--- config.mk ---
export PLATFORM = sky130hd
export DESIGN_NAME = serial_frame_deframer
export DESIGN_NICKNAME = d
export VERILOG_FILES = /design/src/rtl/sfd_pkg.sv /design/src/rtl/sfd_in_reg.sv /design/src/rtl/sfd_parser.sv /design/src/rtl/sfd_out_reg.sv /design/src/rtl/serial_frame_deframer.sv
export VERILOG_INCLUDE_DIRS = /design/src /design/src/rtl
export SDC_FILE = /design/constraint.sdc
export NUM_CORES = 1
export LEC_CHECK = 0
export BUFFER_PORTS_ARGS = -buffer_cell sky130_fd_sc_hd__buf_2
export CORE_ASPECT_RATIO = 1.25
export CORE_MARGIN = 2
export CORE_UTILIZATION = 57
export DETAILED_ROUTE_END_ITERATION = 12
export PLACE_DENSITY = 0.76
export SYNTH_ARGS = -nofsm -noshare
export SYNTH_HDL_FRONTEND = slang
export SYNTH_SLANG_ARGS = --single-unit
--- constraint.sdc ---
create_clock -name i_clk -period 13.34 [get_ports i_clk]
set_input_delay 2.668 -clock i_clk [delete_from_list [all_inputs] [get_ports i_clk]]
set_output_delay 2.668 -clock i_clk [all_outputs]
set_load 0.01 [all_outputs]
--- src/rtl/assert_macros.svh ---
// Assertion macros shared by the deframer RTL.
// No dependencies; included by the modules that carry concurrent checks.
`ifndef ASSERT_MACROS_SVH
`define ASSERT_MACROS_SVH

// Property that must hold at every clock edge outside reset.
`define ASSERT_HOLDS(name, clk, rst_n, prop, msg) \
    name: assert property (@(posedge clk) disable iff (!rst_n) (prop)) else $error(msg);

// Condition in one cycle that implies a property in the next cycle.
`define ASSERT_NEXT(name, clk, rst_n, cond, prop, msg) \
    name: assert property (@(posedge clk) disable iff (!rst_n) (cond) |=> (prop)) else $error(msg);

`endif

--- src/rtl/sfd_pkg.sv ---
// Types, constants and lookup functions of the serial frame deframer.
// No dependencies; used by sfd_parser, sfd_out_reg and the top level.
`default_nettype none

package sfd_pkg;

    localparam int DATA_CAPACITY = 128;

    localparam logic [15:0] HEADER_LEN = 16'd5;
    localparam logic [15:0] CMD_LEN    = 16'd2;
    localparam logic [15:0] TAIL_LEN   = 16'd2;

    localparam logic [7:0] START_BYTE_RST = 8'hA5;

    localparam int KNOWN_IDS = 17;

    localparam logic [15:0] KNOWN_ID [KNOWN_IDS] = '{
        16'h0001, 16'h0002, 16'h0003, 16'h0004,
        16'h0101, 16'h0102, 16'h0104, 16'h0105,
        16'h0201, 16'h0202, 16'h0203, 16'h0204, 16'h0205,
        16'h0206, 16'h0207, 16'h0208, 16'h0209
    };

    localparam logic [15:0] RECORD_LEN [KNOWN_IDS] = '{
        16'd3,  16'd1,  16'd32, 16'd3,
        16'd4,  16'd4,  16'd2,  16'd1,
        16'd27, 16'd16, 16'd16, 16'd1, 16'd2,
        16'd1,  16'd7,  16'd6,  16'd4
    };

    typedef enum logic [2:0] {
        MODE_IDLE   = 3'd0,
        MODE_HEADER = 3'd1,
        MODE_CMD    = 3'd2,
        MODE_DATA   = 3'd3,
        MODE_TAIL   = 3'd4
    } t_mode;

    typedef enum logic [3:0] {
        ST_IGNORED     = 4'd0,
        ST_HEADER_BYTE = 4'd1,
        ST_HEADER_DONE = 4'd2,
        ST_CMD_BYTE    = 4'd3,
        ST_CMD_DONE    = 4'd4,
        ST_DATA_BYTE   = 4'd5,
        ST_DATA_DONE   = 4'd6,
        ST_TAIL_BYTE   = 4'd7,
        ST_TAIL_DONE   = 4'd8,
        ST_OVERFLOW    = 4'd9
    } t_status;

    typedef struct packed {
        t_status     status;
        logic [7:0]  byte_value;
        logic [15:0] offset;
        logic [15:0] data_length;
        logic [7:0]  seq_out;
        logic [7:0]  header_crc;
        logic [15:0] command_out;
        logic [4:0]  record_slot;
        logic        in_record;
        logic [15:0] frame_crc;
    } t_result;

    // Position 1..17 of an id in the known-id table, 0 when it is not listed.
    function automatic logic [4:0] f_find_slot(input logic [15:0] id);
        logic [4:0] slot;
        slot = '0;
        for (int i = KNOWN_IDS - 1; i >= 0; i--) begin
            if (KNOWN_ID[i] == id) begin
                slot = 5'(i + 1);
            end
        end
        return slot;
    endfunction

    function automatic logic [15:0] f_record_len(input logic [4:0] slot);
        logic [4:0] idx;
        idx = slot - 5'd1;
        if (slot == 5'd0) begin
            return 16'd0;
        end
        return RECORD_LEN[idx];
    endfunction

endpackage

`default_nettype wire

--- src/rtl/sfd_in_reg.sv ---
// Input holding register of the deframer: one received byte and its valid flag.
// Depends on nothing but the port list.
`default_nettype none

module sfd_in_reg (
    input  wire logic       i_clk,
    input  wire logic       i_rst_n,
    input  wire logic       i_valid,
    output logic            o_ready,
    input  wire logic [7:0] i_data,
    input  wire logic       i_take,
    output logic            o_valid,
    output logic [7:0]      o_data
);

    logic       r_valid;
    logic [7:0] r_data;

    // The slot frees up in the same cycle as the parser takes its byte.
    assign o_ready = !r_valid || i_take;
    assign o_valid = r_valid;
    assign o_data  = r_data;

    always_ff @(posedge i_clk) begin
        if (!i_rst_n) begin
            r_valid <= 1'b0;
        end else if (o_ready) begin
            r_valid <= i_valid;
        end
    end

    always_ff @(posedge i_clk) begin
        if (o_ready && i_valid) begin
            r_data <= i_data;
        end
    end

endmodule

`default_nettype wire

--- src/rtl/sfd_parser.sv ---
// Segment state machine of the deframer: decodes one byte per step and
// builds its status result. Depends on sfd_pkg and assert_macros.svh.
`default_nettype none
`include "assert_macros.svh"

module sfd_parser #(
    parameter int DATA_CAPACITY = sfd_pkg::DATA_CAPACITY
) (
    input  wire logic       i_clk,
    input  wire logic       i_rst_n,
    input  wire logic       i_cfg_wr_en,
    input  wire logic [7:0] i_cfg_wr_data,
    input  wire logic       i_step,
    input  wire logic [7:0] i_byte,
    output sfd_pkg::t_result o_result
);

    sfd_pkg::t_mode r_mode;
    sfd_pkg::t_mode n_mode;
    logic [15:0]    r_pos;
    logic [15:0]    n_pos;
    logic [15:0]    r_len;
    logic [15:0]    n_len;
    logic [15:0]    r_frame_len;
    logic [15:0]    n_frame_len;
    logic [7:0]     r_seq;
    logic [7:0]     n_seq;
    logic [7:0]     r_hdr_crc;
    logic [7:0]     n_hdr_crc;
    logic [15:0]    r_cmd_id;
    logic [15:0]    n_cmd_id;
    logic [15:0]    r_tail_crc;
    logic [15:0]    n_tail_crc;
    logic [4:0]     r_slot;
    logic [4:0]     n_slot;
    logic [7:0]     r_start;
    logic [7:0]     r_seg [4];

    logic [15:0]       pos_d;
    logic              active;
    logic              seg_done;
    logic              seg_wr;
    logic [15:0]       off;
    sfd_pkg::t_status  status;

    always_comb begin
        n_mode = r_mode;
        n_len  = r_len;
        // A segment switches on the byte after its last byte.
        case (r_mode)
            sfd_pkg::MODE_HEADER: begin
                if (r_pos == r_len) begin
                    n_mode = sfd_pkg::MODE_CMD;
                    n_len  = sfd_pkg::CMD_LEN;
                end
            end
            sfd_pkg::MODE_CMD: begin
                if (r_pos == r_len) begin
                    n_mode = sfd_pkg::MODE_DATA;
                    n_len  = r_frame_len;
                end
            end
            sfd_pkg::MODE_DATA: begin
                if (r_pos == r_len) begin
                    n_mode = sfd_pkg::MODE_TAIL;
                    n_len  = sfd_pkg::TAIL_LEN;
                end
            end
            sfd_pkg::MODE_TAIL: begin
                if (r_pos == r_len && i_byte == r_start) begin
                    n_mode = sfd_pkg::MODE_HEADER;
                    n_len  = sfd_pkg::HEADER_LEN;
                end
            end
            default: begin
                if (i_byte == r_start) begin
                    n_mode = sfd_pkg::MODE_HEADER;
                    n_len  = sfd_pkg::HEADER_LEN;
                end else begin
                    n_mode = sfd_pkg::MODE_IDLE;
                end
            end
        endcase

        pos_d    = (n_mode != r_mode) ? 16'd0 : r_pos;
        active   = (n_mode != sfd_pkg::MODE_IDLE) && (pos_d < n_len);
        off      = active ? pos_d : 16'd0;
        n_pos    = active ? pos_d + 16'd1 : pos_d;
        seg_done = active && (n_pos == n_len);
        seg_wr   = active && (n_mode != sfd_pkg::MODE_DATA) && (pos_d < 16'd4);

        n_frame_len = r_frame_len;
        n_seq       = r_seq;
        n_hdr_crc   = r_hdr_crc;
        n_cmd_id    = r_cmd_id;
        n_tail_crc  = r_tail_crc;
        n_slot      = r_slot;
        status      = sfd_pkg::ST_IGNORED;

        if (active) begin
            case (n_mode)
                sfd_pkg::MODE_HEADER: begin
                    status = sfd_pkg::ST_HEADER_BYTE;
                    if (seg_done) begin
                        // The last header byte is the CRC8 and arrives now.
                        n_frame_len = {r_seg[2], r_seg[1]};
                        n_seq       = r_seg[3];
                        n_hdr_crc   = i_byte;
                        status      = sfd_pkg::ST_HEADER_DONE;
                    end
                end
                sfd_pkg::MODE_CMD: begin
                    status = sfd_pkg::ST_CMD_BYTE;
                    if (seg_done) begin
                        n_cmd_id = {i_byte, r_seg[0]};
                        n_slot   = sfd_pkg::f_find_slot({i_byte, r_seg[0]});
                        status   = sfd_pkg::ST_CMD_DONE;
                    end
                end
                sfd_pkg::MODE_DATA: begin
                    if ({1'b0, pos_d} >= 17'(DATA_CAPACITY)) begin
                        status = sfd_pkg::ST_OVERFLOW;
                    end else if (seg_done) begin
                        status = sfd_pkg::ST_DATA_DONE;
                    end else begin
                        status = sfd_pkg::ST_DATA_BYTE;
                    end
                end
                default: begin
                    status = sfd_pkg::ST_TAIL_BYTE;
                    if (seg_done) begin
                        n_tail_crc = {r_seg[0], i_byte};
                        status     = sfd_pkg::ST_TAIL_DONE;
                    end
                end
            endcase
        end

        o_result.status      = status;
        o_result.byte_value  = i_byte;
        o_result.offset      = off;
        o_result.data_length = n_frame_len;
        o_result.seq_out     = n_seq;
        o_result.header_crc  = n_hdr_crc;
        o_result.command_out = n_cmd_id;
        o_result.record_slot = n_slot;
        o_result.frame_crc   = n_tail_crc;
        o_result.in_record   = (status == sfd_pkg::ST_DATA_BYTE
                                || status == sfd_pkg::ST_DATA_DONE)
                               && (n_slot != 5'd0)
                               && (off < sfd_pkg::f_record_len(n_slot));
    end

    always_ff @(posedge i_clk) begin
        if (!i_rst_n) begin
            r_mode      <= sfd_pkg::MODE_IDLE;
            r_pos       <= '0;
            r_len       <= '0;
            r_frame_len <= '0;
            r_seq       <= '0;
            r_hdr_crc   <= '0;
            r_cmd_id    <= '0;
            r_tail_crc  <= '0;
            r_slot      <= '0;
        end else if (i_step) begin
            r_mode      <= n_mode;
            r_pos       <= n_pos;
            r_len       <= n_len;
            r_frame_len <= n_frame_len;
            r_seq       <= n_seq;
            r_hdr_crc   <= n_hdr_crc;
            r_cmd_id    <= n_cmd_id;
            r_tail_crc  <= n_tail_crc;
            r_slot      <= n_slot;
        end
    end

    always_ff @(posedge i_clk) begin
        if (!i_rst_n) begin
            r_start <= sfd_pkg::START_BYTE_RST;
        end else if (i_cfg_wr_en) begin
            r_start <= i_cfg_wr_data;
        end
    end

    // Segment bytes are only read after being written in the same segment.
    always_ff @(posedge i_clk) begin
        if (i_step && seg_wr) begin
            r_seg[pos_d[1:0]] <= i_byte;
        end
    end

    `ASSERT_HOLDS(a_pos_within_len, i_clk, i_rst_n, r_pos <= r_len,
        "segment position ran past segment length")
    `ASSERT_HOLDS(a_idle_cleared, i_clk, i_rst_n,
        (r_mode != sfd_pkg::MODE_IDLE) || (r_pos == 16'd0 && r_len == 16'd0),
        "idle mode with a live segment counter")
    `ASSERT_HOLDS(a_record_on_data, i_clk, i_rst_n,
        !o_result.in_record || status == sfd_pkg::ST_DATA_BYTE
        || status == sfd_pkg::ST_DATA_DONE,
        "record mark on a byte that is not data")

endmodule

`default_nettype wire

--- src/rtl/sfd_out_reg.sv ---
// Result register of the deframer, holding one status result until taken.
// Depends on sfd_pkg.
`default_nettype none

module sfd_out_reg (
    input  wire logic        i_clk,
    input  wire logic        i_rst_n,
    input  wire logic        i_load,
    input  sfd_pkg::t_result i_result,
    output logic             o_can_load,
    output logic             o_valid,
    input  wire logic        i_ready,
    output sfd_pkg::t_result o_result
);

    logic             r_valid;
    sfd_pkg::t_result r_result;

    assign o_can_load = !r_valid || i_ready;
    assign o_valid    = r_valid;
    assign o_result   = r_result;

    always_ff @(posedge i_clk) begin
        if (!i_rst_n) begin
            r_valid <= 1'b0;
        end else if (o_can_load) begin
            r_valid <= i_load;
        end
    end

    always_ff @(posedge i_clk) begin
        if (o_can_load && i_load) begin
            r_result <= i_result;
        end
    end

endmodule

`default_nettype wire

--- src/rtl/serial_frame_deframer.sv ---
// Top level of the serial frame deframer: input register, segment parser and
// result register. Depends on sfd_pkg, sfd_in_reg, sfd_parser, sfd_out_reg.
//
//  channel   dir  handshake                      payload
//  s_axis    in   s_axis_tvalid/s_axis_tready    tdata: rx_byte
//  m_axis    out  m_axis_tvalid/m_axis_tready    tuser: status; tdata: result
//  cfg       in   i_cfg_wr_en                    i_cfg_wr_data: start_byte
//
// One byte is taken per cycle while m_axis does not stall; each byte gives one
// result, passing through the input register, the parser and the result register.
// Reset is synchronous and active low; it leaves the parser idle and the
// start byte at 0xA5.
// A stall on m_axis holds the result register; s_axis_tready falls as soon as
// the input register holds a byte, so at most one further byte is taken.
`default_nettype none
`include "assert_macros.svh"

module serial_frame_deframer #(
    parameter int DATA_CAPACITY = sfd_pkg::DATA_CAPACITY
) (
    input  wire logic        i_clk,
    input  wire logic        i_rst_n,
    input  wire logic        i_cfg_wr_en,
    input  wire logic [7:0]  i_cfg_wr_data,
    input  wire logic        s_axis_tvalid,
    output logic             s_axis_tready,
    input  wire logic [7:0]  s_axis_tdata,   // [7:0] rx_byte
    output logic             m_axis_tvalid,
    input  wire logic        m_axis_tready,
    output logic [3:0]       m_axis_tuser,   // [3:0] status
    // [7:0] byte_value, [23:8] offset, [39:24] data_length, [47:40] seq_out,
    // [55:48] header_crc, [71:56] command_out, [76:72] record_slot,
    // [77] in_record, [93:78] frame_crc, [95:94] zero
    output logic [95:0]      m_axis_tdata
);

    logic             in_valid;
    logic [7:0]       in_byte;
    logic             out_can_load;
    logic             step;
    sfd_pkg::t_result parsed;
    sfd_pkg::t_result result;

    // The parser advances exactly when a byte moves into the result register.
    assign step = in_valid && out_can_load;

    sfd_in_reg u_in_reg (
        .i_clk   (i_clk),
        .i_rst_n (i_rst_n),
        .i_valid (s_axis_tvalid),
        .o_ready (s_axis_tready),
        .i_data  (s_axis_tdata),
        .i_take  (step),
        .o_valid (in_valid),
        .o_data  (in_byte)
    );

    sfd_parser #(
        .DATA_CAPACITY (DATA_CAPACITY)
    ) u_parser (
        .i_clk         (i_clk),
        .i_rst_n       (i_rst_n),
        .i_cfg_wr_en   (i_cfg_wr_en),
        .i_cfg_wr_data (i_cfg_wr_data),
        .i_step        (step),
        .i_byte        (in_byte),
        .o_result      (parsed)
    );

    sfd_out_reg u_out_reg (
        .i_clk      (i_clk),
        .i_rst_n    (i_rst_n),
        .i_load     (step),
        .i_result   (parsed),
        .o_can_load (out_can_load),
        .o_valid    (m_axis_tvalid),
        .i_ready    (m_axis_tready),
        .o_result   (result)
    );

    assign m_axis_tuser = result.status;
    assign m_axis_tdata = {2'b00, result.frame_crc, result.in_record, result.record_slot,
                           result.command_out, result.header_crc, result.seq_out,
                           result.data_length, result.offset, result.byte_value};

    `ASSERT_HOLDS(a_stall_means_full, i_clk, i_rst_n,
        s_axis_tready || (in_valid && m_axis_tvalid),
        "input side stalled while a register is free")
    `ASSERT_NEXT(a_step_fills_output, i_clk, i_rst_n, step, m_axis_tvalid,
        "parsed byte did not reach the result register")

endmodule

`default_nettype wire

### Yosys cells after proc, flatten, opt, wreduce, memory -nomap -nowiden

Memory sizes are Yosys's and may differ from the RTL's.
Cells that the tools add are included.

* register bits after elaboration: 220
* memory bits (writable): 32
* ROM bits: 512
* output and inout bits: 102
* logic and storage cells: 148
* memories kept: 2

* add/subtract/negate cells: 2
* order comparisons: 5
* equal/unequal tests: 31
* multiplexer cells: 63
* bitwise gates (word level): 1
* reduce and logical (&&, ||, !) cells: 21

Memories
* (name not given): words 32, bits a word 16, rd ports 1, clocked after memory_dff 0, write ports 0, line sfd_pkg.sv:83 `return RECORD_LEN[idx];`
* u_parser.r_seg: words 4, bits a word 8, rd ports 4, clocked after memory_dff 0, write ports 1, line sfd_parser.sv:37 `logic [7:0] r_seg [4];`

Operator list (count)
* two-way mux 16 bit: 20
* equality test 10 x 16 -> 1 bit (first input constant): 9
* two-way mux 5 bit: 20
* equality test 9 x 16 -> 1 bit (first input constant): 4
* two-way mux 8 bit: 6
* one-hot mux 16 bit (3 select lines): 1
* equality test 16 bit: 2
* equality test 2 x 16 -> 1 bit (first input constant): 2
* less-than comparator 16 bit: 2
* adder 16 x 1 -> 16 bit (second input constant): 1
* equality test 1 x 16 -> 1 bit (first input constant): 1
* equality test 3 x 16 -> 1 bit (first input constant): 1
* >= comparator 16 x 8 -> 1 bit (second input constant): 1
* less-than comparator 16 x 3 -> 1 bit (second input constant): 1
* two-way mux 3 bit: 5
* equality test 3 x 2 -> 1 bit (second input constant): 4
* two-way mux 4 bit: 3
* one-hot mux 3 bit (4 select lines): 1
* one-hot mux 4 bit (3 select lines): 1
* logical AND 1 bit: 11
* equality test 4 x 3 -> 1 bit (second input constant): 2
* equality test 8 bit: 1
* equality test 3 x 1 -> 1 bit (second input constant): 2
* >= comparator 6 bit (second input constant): 1
* other kinds (14): 21

### Logic depth before layout (Yosys ltp)

Gate-level depths: netlist of the first run.
An unclocked memory read counts as a cell.

* depth after elaboration: 30
* gate-level depth with buffers: 46
* depth with buffers taken out: 40

### Cells and area by module

Synthesis of the first run repeated with hierarchy kept, for this count alone.

* cells, all modules: 1174
* area total of the unflattened synthesis: 12228.0 sq um

Modules (own cells, without submodules)
* sfd_parser: instances 1, cells an instance 1054, area each 8904.8 sq um, seq. area each 3203.1 sq um
* sfd_out_reg: instances 1, cells an instance 103, area each 3000.4 sq um, seq. area each 2962.8 sq um
* sfd_in_reg: instances 1, cells an instance 13, area each 297.8 sq um, seq. area each 260.2 sq um
* serial_frame_deframer: instances 1, cells an instance 4, area each 25.0 sq um, seq. area each 0.0 sq um

### Least setup slack after synthesis of the first run

OpenSTA, ideal clock, no wires.

* path kind: register -> register
* from: register u_parser.r_pos[9]
* to: register u_out_reg.r_result, in the netlist u_out_reg.o_result[16], data pin
* setup time: 0.131 ns
* arrival time: 8.778 ns
* data required time: 13.209 ns
* slack: 4.430 ns
* cell stages (with the launch flop): 47
* path buffers: 8
* cell sequence: dfxtp_1 -> clkbuf_1 -> xnor2_1 -> nand4_1 -> or4_4 -> buf_6 -> a22o_1 -> buf_2 -> buf_2 -> clkbuf_1 -> clkbuf_1 -> and2_1 -> ha_1 -> a21oi_1 -> o21ai_0 -> a2111o_1 -> a211oi_1 -> and2_1 -> (+11 left out) -> nand4_2 -> buf_4 -> mux2i_1 -> ha_1 -> inv_1 -> nor3_1 -> xnor2_1 -> nor2_1 -> a21oi_1 -> a21oi_1 -> or2_1 -> ha_1 -> a41oi_1 -> o21ai_0 -> a21oi_1 -> nand2_1 -> nor4_1 -> o31a_1

RTL lines
* start: declaration: line sfd_parser.sv:20 `logic [15:0] r_pos;`
* start signal: assignment: line sfd_parser.sv:167 `r_pos <= n_pos;`
* end signal: assignment: line sfd_out_reg.sv:33 `r_result <= i_result;`
* end: declaration: line sfd_out_reg.sv:17 `sfd_pkg::t_result r_result;`

==> results.cfg, run 1 <==
[placement]
dp_slack_ns = 3.349
portBuffers = 120
gp_congestion = 0.9473
dp_hpwl_um = 21960

[synthesis]
ys_seq_area_frac = 0.5136
synth-main-ff-cell = edfxtp_1
synth_warnings = 0
synth_compound_area_frac = 0.1257
ys_seq_elements = 252
synth_xor_area_frac = 0.03070
synth-edff-count = 138
synth.area.mux_share = 0.08640
synthSimpleGateAreaFrac = 0.1772
synth_top_family_by_area = simple AND/OR/NAND/NOR gates
syn_avg_cell_area_um2 = 9.994
async_reset_ff_frac = 0
synth_cells = 1252
synthesis.area_um2 = 12510
synth_fa_ha_area_frac = 0.02600
yosysUniqueCellTypes = 82

[clock_tree]
clkLatencyLatePin_ns = 0.54
cts-root-buf = clkbuf_16
clkTransAtPathRegs_ns = 0.07
clock-sinks = 252
cts_tree = built
cts_buffers = 25
cts_resized = 0
htreeDepth = 1
clk_path_buf_depth = 3
postCtsSetupBuffers = 0
ctsHoldBuffers = 0

[drt]
drc = 0
viasPerCell = 5.982
wl_per_cell_um = 19.98
routed_wl_um = 32470
via_count = 9720
dr.pass1.iters = 5
met3_length_um = 1656
drt_iter0_markers = 749
antenna_left = 0
top_layer_used = met4
met1Wirelength_um = 13200
wl_met2_um = 16430

[timing]
fmax_mhz = 98.27
finalCriticalPeriod_ns = 10.18
hold_viol_final = 0
tns_ns = 0
fin_worst_skew_ns = 0.01199
hold_slack_ns = 0.4924
rsz0062_at_grt = false
period_share = 0.7628
timing.final.setup_violations = 0
worst_slack_ns = 3.164
worst_pin_slew_ns = 1.034
finalMaxSlewViolations = 0
max_slew_margin = 0.3107

[final_layout]
regArea_um2 = 6426
drive_gt1_frac = 0.1880
fin_util = 0.6479
nFillCells = 1747
most-common-layout-cells = nor2_1, edfxtp_1, buf_2
multi_input_area_um2 = 5603
fin_nets = 1374
antenna_cells = 0
mostFrequentLayoutCell = nor2_1
syn2layout_area_growth_pct = 11.57

[power_and_ir_drop]
total_power_mw = 1.713
p_seq_frac = 0.512
p_sw_frac = 0.2484
power_density_nw_per_um2 = 122.7
p_int_mw = 1.287
peakVddDrop_uv = 111.8
clkPwrFrac = 0.394
power_leakage_nw = 5.496
switchingPower_uw = 425.5
combPwrFrac = 0.093

[critical_path]
regToRegSetupSlack_ns = 3.16
start_kind = flip-flop
slowest_stage = nor4_1
critPathMaxStageDelay_ns = 0.72
crit_arrival_ns = 10.58
end_kind = flip-flop
r2r-start = u_in_reg.o_data[0]
crit_required_ns = 13.75
startpoint = u_in_reg.o_data[0]
critPathKind = reg2reg
crit_path_max_fanout = 33

[global_routing]
grt_overflow = 0
antenna_found_initial = 0
grt_max_degree = 129
grt_pass1_wl_um = 50800
track_usage = 0.2800
first_global_vias = 9282

[outcome]
status = finished clean

[floorplanning]
die_h_um = 169.6
start_util = 0.5807
coreArea_um2 = 21550
die_w_um = 136.5
row_count = 60
dieArea_um2 = 23160
ios = 123

[min_path]
min_path_type = reg2reg
worstHoldStart = u_parser.r_cmd_id[4]

[job]
cap_violations = 0
-- final timing paths --
path | endpoint | cells past startpoint
worst min register to register | u_parser.r_cmd_id[4] | 2
worst min-delay path | u_parser.r_cmd_id[4] | 2
worst max register to register | u_out_reg.o_result[16] | 42
worst max-delay path | u_out_reg.o_result[16] | 42
-- cells in the mapped netlist (4+ instances only) --
cell type  count  area [um2]
nand4_1       13       81.33
xor2_1        14       122.6
and3_1        19       118.9
nor3_1        40       200.2
nand2b_1      11       68.82
mux2i_1       20       200.2
mux2_1         5       56.30
a22oi_1        6       45.04
edfxtp_1     138        4144
nand2_1       76       285.3
a31oi_1        6       37.54
o21ai_0       90       450.4
mux2_2        32       360.4
nand3_1       24       120.1
or4_1          4       30.03
nor2_1       216       810.8
ha_1          26       325.3
xnor2_1       28       245.2
a21oi_1       71       355.3
buf_6          6       67.56
or3_1          6       37.54
nand3b_1       6       45.04
mux2_4        30       450.4
o21a_1         5       37.54
a211oi_1      17       127.6
a22o_1         5       43.79
dfxtp_1      114        2282
o211ai_1       6       45.04
nor4_1        12       75.07
inv_1         26       97.59
clkbuf_1      60       225.2
and2_1        21       131.4
a21o_1         4       30.03
buf_2         13       65.06
nor2b_1        6       37.54
-- area by class of cell --
type	instances	share of cell area
Sequential cell	252	0.4603
Multi-Input combinational cell	887	0.4014
Timing Repair Buffer	132	0.04948
Clock buffer	29	0.04589
Tap cell	279	0.02501
Clock inverter	17	0.009770
Inverter	29	0.008156
-- sequential cells by signal, summed over array words and instances (netlist names) --
| register | count |
|---|---|
| u_parser.r_pos | 16 |
| u_parser.r_seq | 8 |
| u_parser.r_cmd_id | 16 |
| u_parser.r_mode | 3 |
| u_in_reg.o_data | 8 |
| u_parser.r_frame_len | 16 |
| u_in_reg.o_valid | 1 |
| u_out_reg.o_result | 98 |
| u_parser.r_len | 16 |
| u_parser.r_start | 8 |
| u_out_reg.o_valid | 1 |
| u_parser.r_slot | 5 |
| u_parser.r_tail_crc | 16 |
| u_parser.r_seg | 32 |
| u_parser.r_hdr_crc | 8 |
-- metrics by stage --
step | instance area [um2] | instances
global route | 13960 | 1625
global placement | 13180 | 1579
floorplan | 12520 | 1253
finish | 13960 | 1625
detailed placement | 13180 | 1579
CTS | 13960 | 1625
-- logic make-up after synthesis --
kind of cell	count (synthesis)
compound gates	255
simple gates	473
other cells	1
mux	88
flops	252
fa+ha+maj	26
xor+xnor	43
buf+inv	114
-- per-layer routing --
metal	track usage	up-vias
met3	0.03435	76
met2	0.4861	323
met4	0.1005	0
met5	0	-
met1	0.3575	4692
li1	-	4629
-- critical path: cells and delay by family, from the launching register on --
| kind | cells | cell delay [ns] |
|---|---|---|
| AND/OR/NAND/NOR | 15 | 3.40 |
| adder cells (fa/ha/maj) | 4 | 1.15 |
| multiplexers | 1 | 0.40 |
| flip-flops | 1 | 0.59 |
| AO/OA/AOI/OAI | 13 | 2.72 |
| buffers and inverters | 6 | 1.16 |
| XOR/XNOR | 3 | 0.56 |
-- power groups by stage --
stage / registers, mW / logic (mW) / clock network, mW
after floorplan: 0.896 / 0.107 / 0
after global placement: 0.893 / 0.154 / 0
after detailed placement: 0.894 / 0.157 / 0
after CTS: 0.877 / 0.159 / 0.685
after global routing: 0.881 / 0.175 / 0.714
final: 0.877 / 0.160 / 0.676
No activity file was read; power rests on OpenSTA's default activity.
==> inputs of run 2 (changes only) <==
--- a/config.mk
+++ b/config.mk
@@ -6,6 +6,7 @@
 export SDC_FILE = /design/constraint.sdc
 export NUM_CORES = 1
 export LEC_CHECK = 0
+export ABC_AREA = 1
 export BUFFER_PORTS_ARGS = -buffer_cell sky130_fd_sc_hd__buf_2
 export CORE_ASPECT_RATIO = 1.25
 export CORE_MARGIN = 2
==> constraint.sdc (replaced) <==
create_clock -name i_clk -period 10.2 [get_ports i_clk]
set_input_delay 2.04 -clock i_clk [delete_from_list [all_inputs] [get_ports i_clk]]
set_output_delay 2.04 -clock i_clk [all_outputs]
set_load 0.01 [all_outputs]
==> results.cfg, run 2 <==
[outcome]
status = finished clean

[placement]
gp_congestion = 0.9906
dp_slack_ns = 2.145
dp_hpwl_um = 24170
portBuffers = 120

[critical_path]
end_kind = flip-flop
crit_path_frequent_cell = nand2_1
critPathKind = reg2reg
cp-endpoint = u_out_reg.o_result[16]
r2r-start = u_in_reg.o_data[0]
slowest_stage = a21oi_1
crit_required_ns = 10.59
crit_arrival_ns = 8.67
startpoint = u_in_reg.o_data[0]
rr_worst_depth = 44
critPathMaxStageDelay_ns = 0.73
r2r-end = u_out_reg.o_result[16]
regToRegSetupSlack_ns = 1.92
start_kind = flip-flop
crit_path_max_fanout = 36

[synthesis]
synth.largest_area_cell = edfxtp_1
synth-edff-count = 138
synthesis.area_um2 = 12500
ys_seq_elements = 252
synth_warnings = 0
synth_cells = 1516
ys_seq_area_frac = 0.5140
synth.most_common_cell = nand2_1
synth-main-ff-cell = edfxtp_1
syn_avg_cell_area_um2 = 8.247
synth_area_leaders = edfxtp_1, dfxtp_1, nand2_1
async_reset_ff_frac = 0
yosysUniqueCellTypes = 44
yosys-top-cells-count = nand2_1, inv_1, o21ai_0
synth_top_area_share = 0.3315

[timing]
finalCriticalPeriod_ns = 8.282
max_slew_margin = 0.2127
fmax_mhz = 120.7
hold_viol_final = 0
hold_slack_ns = 0.4832
tns_ns = 0
fin_worst_skew_ns = 0.02378
timing.final.setup_violations = 0
rsz0062_at_grt = false
worst_slack_ns = 1.918
period_share = 0.8120
finalMaxSlewViolations = 0
worst_pin_slew_ns = 1.177

[floorplanning]
coreArea_um2 = 21550
row_count = 60
die_h_um = 169.6
die_w_um = 136.5
start_util = 0.5803
ios = 123
dieArea_um2 = 23140

[clock_tree]
cts_resized = 0
cts_tree = built
clkLatencyLatePin_ns = 0.54
postCtsSetupBuffers = 0
cts-root-buf = clkbuf_16
cts_buffers = 26
ctsHoldBuffers = 0
clock-sinks = 252
htreeDepth = 1
clkTransAtPathRegs_ns = 0.07
clk_path_buf_depth = 3

[drt]
drc = 0
wl_per_cell_um = 17.64
top_layer_used = met4
met1Wirelength_um = 13490
wl_met2_um = 17470
routed_wl_um = 33850
met3_length_um = 1635
via_count = 10580
dr.pass1.iters = 6
antenna_left = 0
drt_iter0_markers = 966
viasPerCell = 5.512

[final_layout]
fin_nets = 1667
syn2layout_area_growth_pct = 13.66
most-common-layout-cells = nand2_1, inv_1, o21ai_0
mostFrequentLayoutCell = nand2_1
largest_reg_flops = 98
regArea_um2 = 6426
antenna_cells = 0
fin_util = 0.6595
nFillCells = 1763
drive_gt1_frac = 0.1494
multi_input_area_um2 = 4891

[global_routing]
grt_pass1_wl_um = 51760
track_usage = 0.2869
first_global_vias = 9917
grt_max_degree = 102
antenna_found_initial = 0
grt_overflow = 0

[power_and_ir_drop]
total_power_mw = 2.622
power_density_nw_per_um2 = 184.5
peakVddDrop_uv = 163.2
power_leakage_nw = 6.504

[min_path]
min_path_type = reg2reg

[job]
cap_violations = 0
[run 2: worst max-delay path, delay by kind of cell, from the launching register on]
kind	cells	cell delay [ns]
DFF	1	0.54
buffers and inverters	6	0.84
adders and majority gates	4	1.14
AOI/OAI and AO/OA	9	2.39
and+or+nand+nor	24	3.03
xor gates and xnor gates	1	0.17
[run 2: kinds of logic after synthesis]
kind of cell	share of synthesized area
DFF	0.5140
buffers and inverters	0.09547
AOI/OAI and AO/OA	0.1498
other	0.0003000
and+or+nand+nor	0.2088
adders and majority gates	0.02602
xor gates and xnor gates	0.005605
[run 2: stage by stage]
| step | cell area, um2 | cells |
|---|---|---|
| 2_1_floorplan | 12510 | 1517 |
| 3_3_place_gp | 13310 | 1871 |
| 3_5_place_dp | 13310 | 1871 |
| 4_1_cts | 14210 | 1919 |
| 5_1_grt | 14210 | 1919 |
| 6_report | 14210 | 1919 |
[run 2: metal layers]
layer | track usage | vias up
met4 | 0.1051 | 0
met1 | 0.3524 | 4947
met5 | 0 | -
met2 | 0.5133 | 342
li1 | - | 5212
met3 | 0.03435 | 76
[run 2: layout make-up]
type | count | share of cell area
Sequential cell | 252 | 0.4522
Timing Repair Buffer | 132 | 0.04860
Clock inverter | 18 | 0.01514
Multi-Input combinational cell | 956 | 0.3442
Tap cell | 279 | 0.02457
Inverter | 252 | 0.06692
Clock buffer | 30 | 0.04834
[run 2: worst min-delay path by stage]
stage	end	slack (ns)	cells after the start	from
floorplan	u_parser.r_cmd_id[5]	0.43	2	u_parser.r_cmd_id[5]
global placement	u_parser.r_cmd_id[5]	0.44	2	u_parser.r_cmd_id[5]
detailed placement	u_parser.r_cmd_id[5]	0.47	2	u_parser.r_cmd_id[5]
global route	u_parser.r_cmd_id[5]	0.49	2	u_parser.r_cmd_id[5]
CTS	u_parser.r_cmd_id[5]	0.48	2	u_parser.r_cmd_id[5]
finish	u_parser.r_cmd_id[5]	0.48	2	u_parser.r_cmd_id[5]
[run 2: where the power goes]
group	switching, mW	internal (mW)	leakage [nW]	total [mW]
clock	0.408	0.589	0.441	0.997
combinational	0.323	0.137	3.83	0.460
sequential	0.0315	1.13	2.23	1.17
